### src/rtl/murmur2_string_hash_core_assert.svh
`ifndef MURMUR2_STRING_HASH_CORE_ASSERT_SVH
`define MURMUR2_STRING_HASH_CORE_ASSERT_SVH

// Assertion macros for the hash core. Define ASSERT_OFF to remove them.

`ifndef ASSERT_OFF

`define MSH_ASSERT(lbl, prop, msg) \
  lbl: assert property (@(posedge clk) disable iff (!rst_n) prop) else $error(msg);

`define MSH_ASSERT_ALWAYS(lbl, prop, msg) \
  lbl: assert property (@(posedge clk) prop) else $error(msg);

`else

`define MSH_ASSERT(lbl, prop, msg)

`define MSH_ASSERT_ALWAYS(lbl, prop, msg)

`endif

`endif

### src/rtl/msh_pkg.sv
`timescale 1ns / 1ps

package msh_pkg;

  localparam logic [31:0] MIX_M      = 32'h5bd1e995;
  localparam int          MIX_R      = 24;
  localparam int          FIN_A      = 13;
  localparam int          FIN_B      = 15;
  localparam logic [31:0] SEED_RESET = 32'h31415926;

  typedef enum logic [2:0] {
    ST_IDLE,
    ST_K1,
    ST_K2,
    ST_H,
    ST_T,
    ST_F
  } state_t;

  typedef enum logic [2:0] {
    MUL_NONE,
    MUL_K1,
    MUL_K2,
    MUL_H,
    MUL_T,
    MUL_F
  } mul_op_t;

  typedef struct packed {
    logic    load;
    logic    use_seed;
    mul_op_t op;
    logic    fin_write;
  } ctrl_cmd_t;

endpackage

### src/rtl/msh_ctrl.sv
`timescale 1ns / 1ps

`include "murmur2_string_hash_core_assert.svh"

module msh_ctrl (
  input  logic               clk,
  input  logic               rst_n,
  input  logic               in_valid,
  output logic               in_stall,
  input  logic [2:0]         in_byte_count,
  input  logic               in_last,
  output logic               out_valid,
  input  logic               out_stall,
  output msh_pkg::ctrl_cmd_t cmd
);

  msh_pkg::state_t state_r, state_nxt;
  logic            last_r, last_nxt;
  logic            in_msg_r, in_msg_nxt;
  logic            out_valid_r, out_valid_nxt;
  logic            accept;
  logic            out_free;

  assign in_stall  = (state_r != msh_pkg::ST_IDLE);
  assign accept    = in_valid && !in_stall;
  assign out_free  = !out_valid_r || !out_stall;
  assign out_valid = out_valid_r;

  always_comb begin
    state_nxt = state_r;
    case (state_r)
      msh_pkg::ST_IDLE: begin
        if (accept) begin
          if (in_byte_count[2]) begin
            state_nxt = msh_pkg::ST_K1;
          end else if (in_byte_count[1:0] != 2'd0) begin
            state_nxt = msh_pkg::ST_T;
          end else if (in_last) begin
            state_nxt = msh_pkg::ST_F;
          end
        end
      end
      msh_pkg::ST_K1: state_nxt = msh_pkg::ST_K2;
      msh_pkg::ST_K2: state_nxt = msh_pkg::ST_H;
      msh_pkg::ST_H,
      msh_pkg::ST_T: begin
        state_nxt = last_r ? msh_pkg::ST_F : msh_pkg::ST_IDLE;
      end
      msh_pkg::ST_F: begin
        if (out_free) begin
          state_nxt = msh_pkg::ST_IDLE;
        end
      end
      default: state_nxt = msh_pkg::ST_IDLE;
    endcase
  end

  always_comb begin
    cmd           = '0;
    cmd.op        = msh_pkg::MUL_NONE;
    last_nxt      = last_r;
    in_msg_nxt    = in_msg_r;
    out_valid_nxt = out_valid_r && out_stall;
    case (state_r)
      msh_pkg::ST_IDLE: begin
        cmd.load     = accept;
        cmd.use_seed = !in_msg_r;
        if (accept) begin
          last_nxt   = in_last;
          in_msg_nxt = !in_last;
        end
      end
      msh_pkg::ST_K1: cmd.op = msh_pkg::MUL_K1;
      msh_pkg::ST_K2: cmd.op = msh_pkg::MUL_K2;
      msh_pkg::ST_H:  cmd.op = msh_pkg::MUL_H;
      msh_pkg::ST_T:  cmd.op = msh_pkg::MUL_T;
      msh_pkg::ST_F: begin
        cmd.op        = msh_pkg::MUL_F;
        cmd.fin_write = out_free;
        if (out_free) begin
          out_valid_nxt = 1'b1;
        end
      end
      default: cmd.op = msh_pkg::MUL_NONE;
    endcase
  end

  always_ff @(posedge clk) begin
    if (!rst_n) begin
      state_r     <= msh_pkg::ST_IDLE;
      last_r      <= 1'b0;
      in_msg_r    <= 1'b0;
      out_valid_r <= 1'b0;
    end else begin
      state_r     <= state_nxt;
      last_r      <= last_nxt;
      in_msg_r    <= in_msg_nxt;
      out_valid_r <= out_valid_nxt;
    end
  end

  `MSH_ASSERT(a_full_word_mixes, (accept && in_byte_count[2]) |=> (state_r == msh_pkg::ST_K1), "full word did not start mixing")
  `MSH_ASSERT(a_result_from_final, $rose(out_valid_r) |-> ($past(state_r) == msh_pkg::ST_F), "result word raised outside finalization")
  `MSH_ASSERT(a_final_waits, (state_r == msh_pkg::ST_F && out_valid_r && out_stall) |=> (state_r == msh_pkg::ST_F), "finalization overwrote a pending result")
  `MSH_ASSERT(a_last_ends_message, (accept && in_last) |=> !in_msg_r, "message still open after last word")

endmodule

### src/rtl/msh_datapath.sv
`timescale 1ns / 1ps

module msh_datapath (
  input  logic               clk,
  input  logic               rst_n,
  input  msh_pkg::ctrl_cmd_t cmd,
  input  logic [31:0]        in_data_word,
  input  logic [2:0]         in_byte_count,
  input  logic [15:0]        in_total_length,
  input  logic               cfg_wr_en,
  input  logic [31:0]        cfg_wr_data,
  output logic [31:0]        out_hash
);

  logic [31:0] seed_r;
  logic [31:0] word_r;
  logic [1:0]  tail_r;
  logic [31:0] h_r;
  logic [31:0] acc_r;
  logic [31:0] out_hash_r;
  logic [31:0] tail_mask;
  logic [31:0] mul_opnd;
  logic [31:0] product;

  always_comb begin
    case (tail_r)
      2'd1:    tail_mask = 32'h0000_00ff;
      2'd2:    tail_mask = 32'h0000_ffff;
      2'd3:    tail_mask = 32'h00ff_ffff;
      default: tail_mask = 32'h0000_0000;
    endcase
  end

  always_comb begin
    case (cmd.op)
      msh_pkg::MUL_K1: mul_opnd = word_r;
      msh_pkg::MUL_K2: mul_opnd = acc_r ^ (acc_r >> msh_pkg::MIX_R);
      msh_pkg::MUL_H:  mul_opnd = h_r;
      msh_pkg::MUL_T:  mul_opnd = h_r ^ (word_r & tail_mask);
      msh_pkg::MUL_F:  mul_opnd = h_r ^ (h_r >> msh_pkg::FIN_A);
      default:         mul_opnd = h_r;
    endcase
  end

  assign product  = 32'(mul_opnd * msh_pkg::MIX_M);
  assign out_hash = out_hash_r;

  always_ff @(posedge clk) begin
    if (!rst_n) begin
      seed_r <= msh_pkg::SEED_RESET;
    end else if (cfg_wr_en) begin
      seed_r <= cfg_wr_data;
    end
  end

  always_ff @(posedge clk) begin
    if (cmd.load) begin
      word_r <= in_data_word;
      tail_r <= in_byte_count[1:0];
      if (cmd.use_seed) begin
        h_r <= seed_r ^ {16'd0, in_total_length};
      end
    end
    case (cmd.op)
      msh_pkg::MUL_K1,
      msh_pkg::MUL_K2: acc_r <= product;
      msh_pkg::MUL_H:  h_r   <= product ^ acc_r;
      msh_pkg::MUL_T:  h_r   <= product;
      default: ;
    endcase
    if (cmd.fin_write) begin
      out_hash_r <= product ^ (product >> msh_pkg::FIN_B);
    end
  end

endmodule

### src/rtl/murmur2_string_hash_core.sv
`timescale 1ns / 1ps

// Channel   Ports                                                   Direction
// input     in_valid in_stall in_data_word in_byte_count             in
//           in_last in_total_length
// result    out_valid out_stall out_hash                             out
// config    cfg_wr_en cfg_wr_data                                    in
//
// One shared 32-bit multiplier by the mixing constant sets the timing.
// A full word passes through the states K1, K2 and H, a word of 1 to 3 bytes through T, a word of no bytes neither.
// A last word adds the finalization state F, held while an earlier hash still waits.
// Synchronous active-low reset closes any open message and sets the seed to 0x31415926.
// A new word is taken while a finished hash waits in the output register.

module murmur2_string_hash_core (
  input  logic        clk,
  input  logic        rst_n,
  input  logic        in_valid,
  output logic        in_stall,
  input  logic [31:0] in_data_word,
  input  logic [2:0]  in_byte_count,
  input  logic        in_last,
  input  logic [15:0] in_total_length,
  output logic        out_valid,
  input  logic        out_stall,
  output logic [31:0] out_hash,
  input  logic        cfg_wr_en,
  input  logic [31:0] cfg_wr_data
);

  msh_pkg::ctrl_cmd_t cmd;

  msh_ctrl u_ctrl (
    .clk           (clk),
    .rst_n         (rst_n),
    .in_valid      (in_valid),
    .in_stall      (in_stall),
    .in_byte_count (in_byte_count),
    .in_last       (in_last),
    .out_valid     (out_valid),
    .out_stall     (out_stall),
    .cmd           (cmd)
  );

  msh_datapath u_datapath (
    .clk             (clk),
    .rst_n           (rst_n),
    .cmd             (cmd),
    .in_data_word    (in_data_word),
    .in_byte_count   (in_byte_count),
    .in_total_length (in_total_length),
    .cfg_wr_en       (cfg_wr_en),
    .cfg_wr_data     (cfg_wr_data),
    .out_hash        (out_hash)
  );

endmodule

### config.mk
export PLATFORM = sky130hd
export DESIGN_NAME = murmur2_string_hash_core
export DESIGN_NICKNAME = d
export VERILOG_FILES = /design/src/rtl/msh_pkg.sv /design/src/rtl/msh_ctrl.sv /design/src/rtl/msh_datapath.sv /design/src/rtl/murmur2_string_hash_core.sv
export VERILOG_INCLUDE_DIRS = /design/src /design/src/rtl
export SDC_FILE = /design/constraint.sdc
export NUM_CORES = 1
export LEC_CHECK = 0
export BUFFER_PORTS_ARGS = -buffer_cell sky130_fd_sc_hd__buf_2
export CORE_ASPECT_RATIO = 1.2
export CORE_MARGIN = 10
export CORE_UTILIZATION = 45
export DETAILED_ROUTE_END_ITERATION = 7
export PLACE_DENSITY_LB_ADDON = 0.05
export SYNTH_ARGS = -nofsm -noshare
export SYNTH_HDL_FRONTEND = slang
export SYNTH_SLANG_ARGS = --single-unit
### constraint.sdc
create_clock -name clk -period 9.1 [get_ports clk]
set_clock_uncertainty 0.2 [all_clocks]
set_input_delay 1.82 -clock clk [delete_from_list [all_inputs] [get_ports clk]]
set_output_delay 1.82 -clock clk [all_outputs]
set_load 0.005 [all_outputs]
# Yosys cells after proc, flatten, opt, wreduce, memory -nomap -nowiden
# Index checks and enable logic that the tools add are counted.
# word_totals
regBits,168
in_bits,89
output_inout_bits,34
word_cells,69
# classes
mul,1
n_eq_ne,16
mux,17
bitwise,7
n_reduce_logical,18
# op_table
op,n
case mux 32 bit (4 select lines),1
case mux 24 bit (3 select lines),1
two-way mux 32 bit,2
case mux 32 bit (2 select lines),1
bitwise XOR 32 bit,2
bitwise AND 32 x 24 -> 32 bit,1
multiplier 32 x 31 -> 32 bit (second input constant),1
bitwise XOR 32 x 16 -> 32 bit,1
bitwise XOR 32 x 17 -> 32 bit,1
bitwise XOR 32 x 19 -> 32 bit,1
bitwise XOR 32 x 8 -> 32 bit,1
case mux 3 bit (5 select lines),2
two-way mux 3 bit,6
== test 3 x 2 -> 1 bit (second input constant),4
== test 3 bit (second input constant),4
nonzero test 3 bit,3
== test 3 x 1 -> 1 bit (second input constant),2
zero test 1 bit,5
== test 2 bit (second input constant),2
inequality test 2 x 1 -> 1 bit (second input constant),2
inequality test 4 x 3 -> 1 bit (second input constant),1
AND reduction 2 bit,2
OR reduction 2 bit,2
zero test 3 bit,1
other kinds (7),10

# Depth between registers and ports, before layout
# depth
ltp_word,8
ltp_mapped,34
depth_no_buf,33

# Modules after synthesis
# Synthesis repeated with hierarchy kept, for this count alone.
# hier_totals
cells_unflattened,1599
area_unflattened_um2,16935.0
# by_module_without_submodules
module,n_inst,cells_per_inst,area_each_um2,seq_area_each_um2
msh_datapath,1,1559,16585.9,4544.4
msh_ctrl,1,40,349.1,120.1

# Least setup slack after synthesis
# Ideal clock, no wire load.
# synth_timing
path_type,register -> register
start,reg u_ctrl.state_r[0]
end,reg u_datapath.h_r[28] (data pin)
setup_ns,0.261
t_arrival_ns,8.257
required_ns,8.639
path_slack_ns,0.383
path_stages_with_launch,31
n_path_buf,3
synth_period_minus_slack_ns,8.717
path_cell_list,dfxtp_1 > clkbuf_1 > clkbuf_1 > buf_1 > a22oi_1 > o211ai_1 > o21ai_0 > a221o_1 > ha_1 > ha_1 > fa_1 > inv_1 > fa_1 > inv_1 > fa_1 > inv_1 > fa_1 > inv_1 > fa_1 > inv_1 > fa_1 > inv_1 > ha_1 > a21o_1 > a21o_1 > a2111oi_0 > o31ai_1 > o41ai_2 > mux2i_1 > nand3_1 > a221o_1
# synth_between
elab_chain_cells,7
elab_cells_between_ends,15
cone_classes,mul (1); eq/ne (10); mux (3); bitwise (1)
# synth_lines
item,line_no,rtl
start: declaration,msh_ctrl.sv:17,"msh_pkg::state_t state_r, state_nxt;"
start signal: assignment,msh_ctrl.sv:90,state_r <= msh_pkg::ST_IDLE;
start signal: assignment,msh_ctrl.sv:95,state_r <= state_nxt;
"== test 3 bit, or another cell as far along",msh_ctrl.sv:64,case (state_r)
case mux 3 bit (5 select lines) (*),msh_ctrl.sv:64,
"== test 3 bit, or another cell as far along",msh_datapath.sv:35,case (cmd.op)
case mux 32 bit (4 select lines) (*),msh_datapath.sv:35,
multiplier 32 x 31 -> 32 bit (*),msh_datapath.sv:45,assign product = 32'(mul_opnd * msh_pkg::MIX_M);
net u_datapath.product[28],msh_datapath.sv:23,logic [31:0] product;
bitwise XOR 32 bit,msh_datapath.sv:67,msh_pkg::MUL_H: h_r <= product ^ acc_r;
case mux 32 bit (2 select lines) (*),msh_datapath.sv:64,case (cmd.op)
end signal: assignment,msh_datapath.sv:61,"h_r <= seed_r ^ {16'd0, in_total_length};"
end signal: assignment,msh_datapath.sv:67,
end signal: assignment,msh_datapath.sv:68,msh_pkg::MUL_T: h_r <= product;
end: declaration,msh_datapath.sv:18,logic [31:0] h_r;
# The timed path passes the listed nets; every way through them passes the cells marked *.
# A chain may end at the register's enable or synchronous reset.

# Final worst setup path
# layout_timing
start,reg u_ctrl.state_r[1]
end,reg u_datapath.h_r[26] (data pin)
# Same word-level chain as after synthesis.

==> impl_metrics.json <==
{
  "cts_buffers": 17,
  "rows": 77,
  "layout_commonest_cell": "inv_1",
  "ys_types": 67,
  "synth.avg_cell_area_um2": 10.5,
  "ios": 123,
  "viasPerCell": 5.39,
  "drc_errors": 0,
  "synth_compound_area_frac": 0.110,
  "hold_path.class": "flop to flop",
  "hold_viol_final": 0,
  "tightest_slew_ns": 1.18,
  "grt_first_pass_wirelength_um": 81200,
  "detail-route-antenna-nets": 0,
  "totalNegativeSetupSlack_ns": 0,
  "gp_routability_congestion": 0.962,
  "ys.flop_type": "edfxtp_1",
  "synth_top_family_by_area": "adder cells",
  "grt_pass1_vias": 13200,
  "outcome": "finished clean",
  "port_buffers": 122,
  "hold_path_depth": 2,
  "root_buffer": "clkbuf_16",
  "drv_slew": 0,
  "drtIter0Drc": 704,
  "relSlewSlack": 0.205,
  "cap_violations": 0,
  "wl_per_cell_um": 23.5,
  "synth_area_leader_cell": "edfxtp_1",
  "fmax_mhz": 114,
  "cts_sinks": 168,
  "grt_usage": 0.238,
  "arrival_ns": 8.74,
  "rsz0062_at_grt": "false",
  "asyncSetResetFlopFracSynth": 0,
  "crit_required_ns": 9.08,
  "final.period_utilization": 0.963,
  "synthSimpleGateAreaFrac": 0.0561,
  "vias": 12200,
  "path_class": "flop to flop",
  "grt_overflow": 0,
  "cp_max_fo": 13,
  "synth-xor-area-share": 0.0616,
  "synth_fp_nets": 2087,
  "synthTopCellsByArea": "edfxtp_1, fa_1, ha_1",
  "diodes": 0,
  "routed_wl_um": 53400,
  "clk_pin_slew_ns": 0.07,
  "seq_area_frac_synth": 0.279,
  "fill_cells": 3443,
  "yosysTopAreaCellShare": 0.233,
  "cp_slowest_stage_delay_ns": 0.74,
  "nets": 2268,
  "postSynthCellCount": 1601,
  "synthMuxAreaShare": 0.0197,
  "clock_latency_ns": 0.44,
  "multi_input_area_um2": 10500,
  "clk_path_buf_depth": 2,
  "die-width_um": 196,
  "critPathLaunchType": "flop",
  "end_kind": "flop",
  "die_area_um2": 45300,
  "cp_common_cell": "fa_1",
  "postCtsHoldBufs": 0,
  "period_minus_slack_ns": 8.76,
  "initial_core_util": 0.455,
  "hpwl_um": 44000,
  "cts_tree": "done",
  "netlist_area_um2": 16700,
  "synth-seq-cells": 168,
  "crit_slowest_cell": "xnor2_1",
  "synthAdderAreaFrac": 0.378,
  "regArea_um2": 4670,
  "synth_edf_count": 130,
  "coreArea_um2": 36800,
  "final_cell_mix": "inv_1, ha_1, fa_1",
  "drtPass1Iterations": 5,
  "synth_warnings": 0,
  "drive_above_1_share": 0.148,
  "ff2ff_path_depth": 29,
  "syn2layout_area_growth_pct": 13.7,
  "htreeDepth": 4,
  "grt_antenna_before_repair": 1,
  "grt_max_degree": 34,
  "setup-violations-final": 0,
  "die_y_um": 231
}
## flip-flops by register name (all words and copies together) (netlist names)
name                 cells
u_datapath.tail_r        2
u_ctrl.state_r           3
u_datapath.word_r       32
u_datapath.acc_r        32
u_ctrl.in_msg_r          1
u_datapath.h_r          32
u_ctrl.out_valid         1
u_datapath.seed_r       32
u_datapath.out_hash     32
u_ctrl.last_r            1
## final timing paths
check                                      startpoint                    end  slack [ns]
worst min-delay path            u_datapath.seed_r[24]  u_datapath.seed_r[24]        0.30
worst max-delay path                u_ctrl.state_r[1]     u_datapath.h_r[26]        0.34
worst max register to register      u_ctrl.state_r[1]     u_datapath.h_r[26]        0.34
worst min register to register  u_datapath.seed_r[24]  u_datapath.seed_r[24]        0.30
## kinds of logic after synthesis
group,count (synthesis)
compound gates,263
xor+xnor,116
fa+ha+maj,397
buf+inv,419
flops,168
mux,33
simple gates,205
## repair_timing
item                                    4_1_cts  5_1_grt
resized for setup                             0       16
endpoints found under the hold margin         0        0
endpoints found under the setup margin        0       28
setup buffers                                 0        2
## through the flow
step	instance area (µm²)	hold WS (ns)	utilization	setup slack, ns	std cells
global route	19000	0.328	0.517	0.0167	2269
CTS	18900	0.302	0.515	0.0243	2267
detailed placement	18400	0.285	0.499	0.0489	2235
global placement	18400	0.266	0.499	0.176	2235
finish	19000	0.295	0.517	0.336	2269
floorplan	16700	0.242	-	0.383	1601
## layer usage
layer,GRT usage,wire [µm],vias up
li1,-,-,5672
met1,0.297,22400,6113
met2,0.413,26900,377
met3,0.0332,2430,71
met4,0.0805,1660,0
met5,0,0,-
## synth_stat cells (all sizes together), types with 12 or more instances
cell type / instances
inv: 378
ha: 216
fa: 181
edfxtp: 130
xnor2: 80
nor2: 73
o21ai: 71
nand2: 70
a22oi: 50
dfxtp: 38
xor2: 36
a21oi: 35
mux2i: 33
clkbuf: 28
a221o: 19
o211ai: 13
buf: 12
## cell type report
type,instances,share of cell area
clock buffer,22,0.0255
clock inverter,10,0.00539
inverter,379,0.0748
multi-input combinational,1014,0.554
sequential,168,0.245
tap,474,0.0312
timing repair buffer,202,0.0639
## critical path, delay by kind of cell (launching register included)
family | cells | cell delay [ns]
xor gates and xnor gates | 2 | 0.94
buffers and inverters | 8 | 1.04
AOI/OAI and AO/OA | 5 | 1.33
adders and majority gates | 9 | 3.86
DFF | 1 | 0.36
and+or+nand+nor | 5 | 0.76
Power is not shown: default switching activity piles up to over one toggle a cycle in this logic, so the estimate is an artifact.
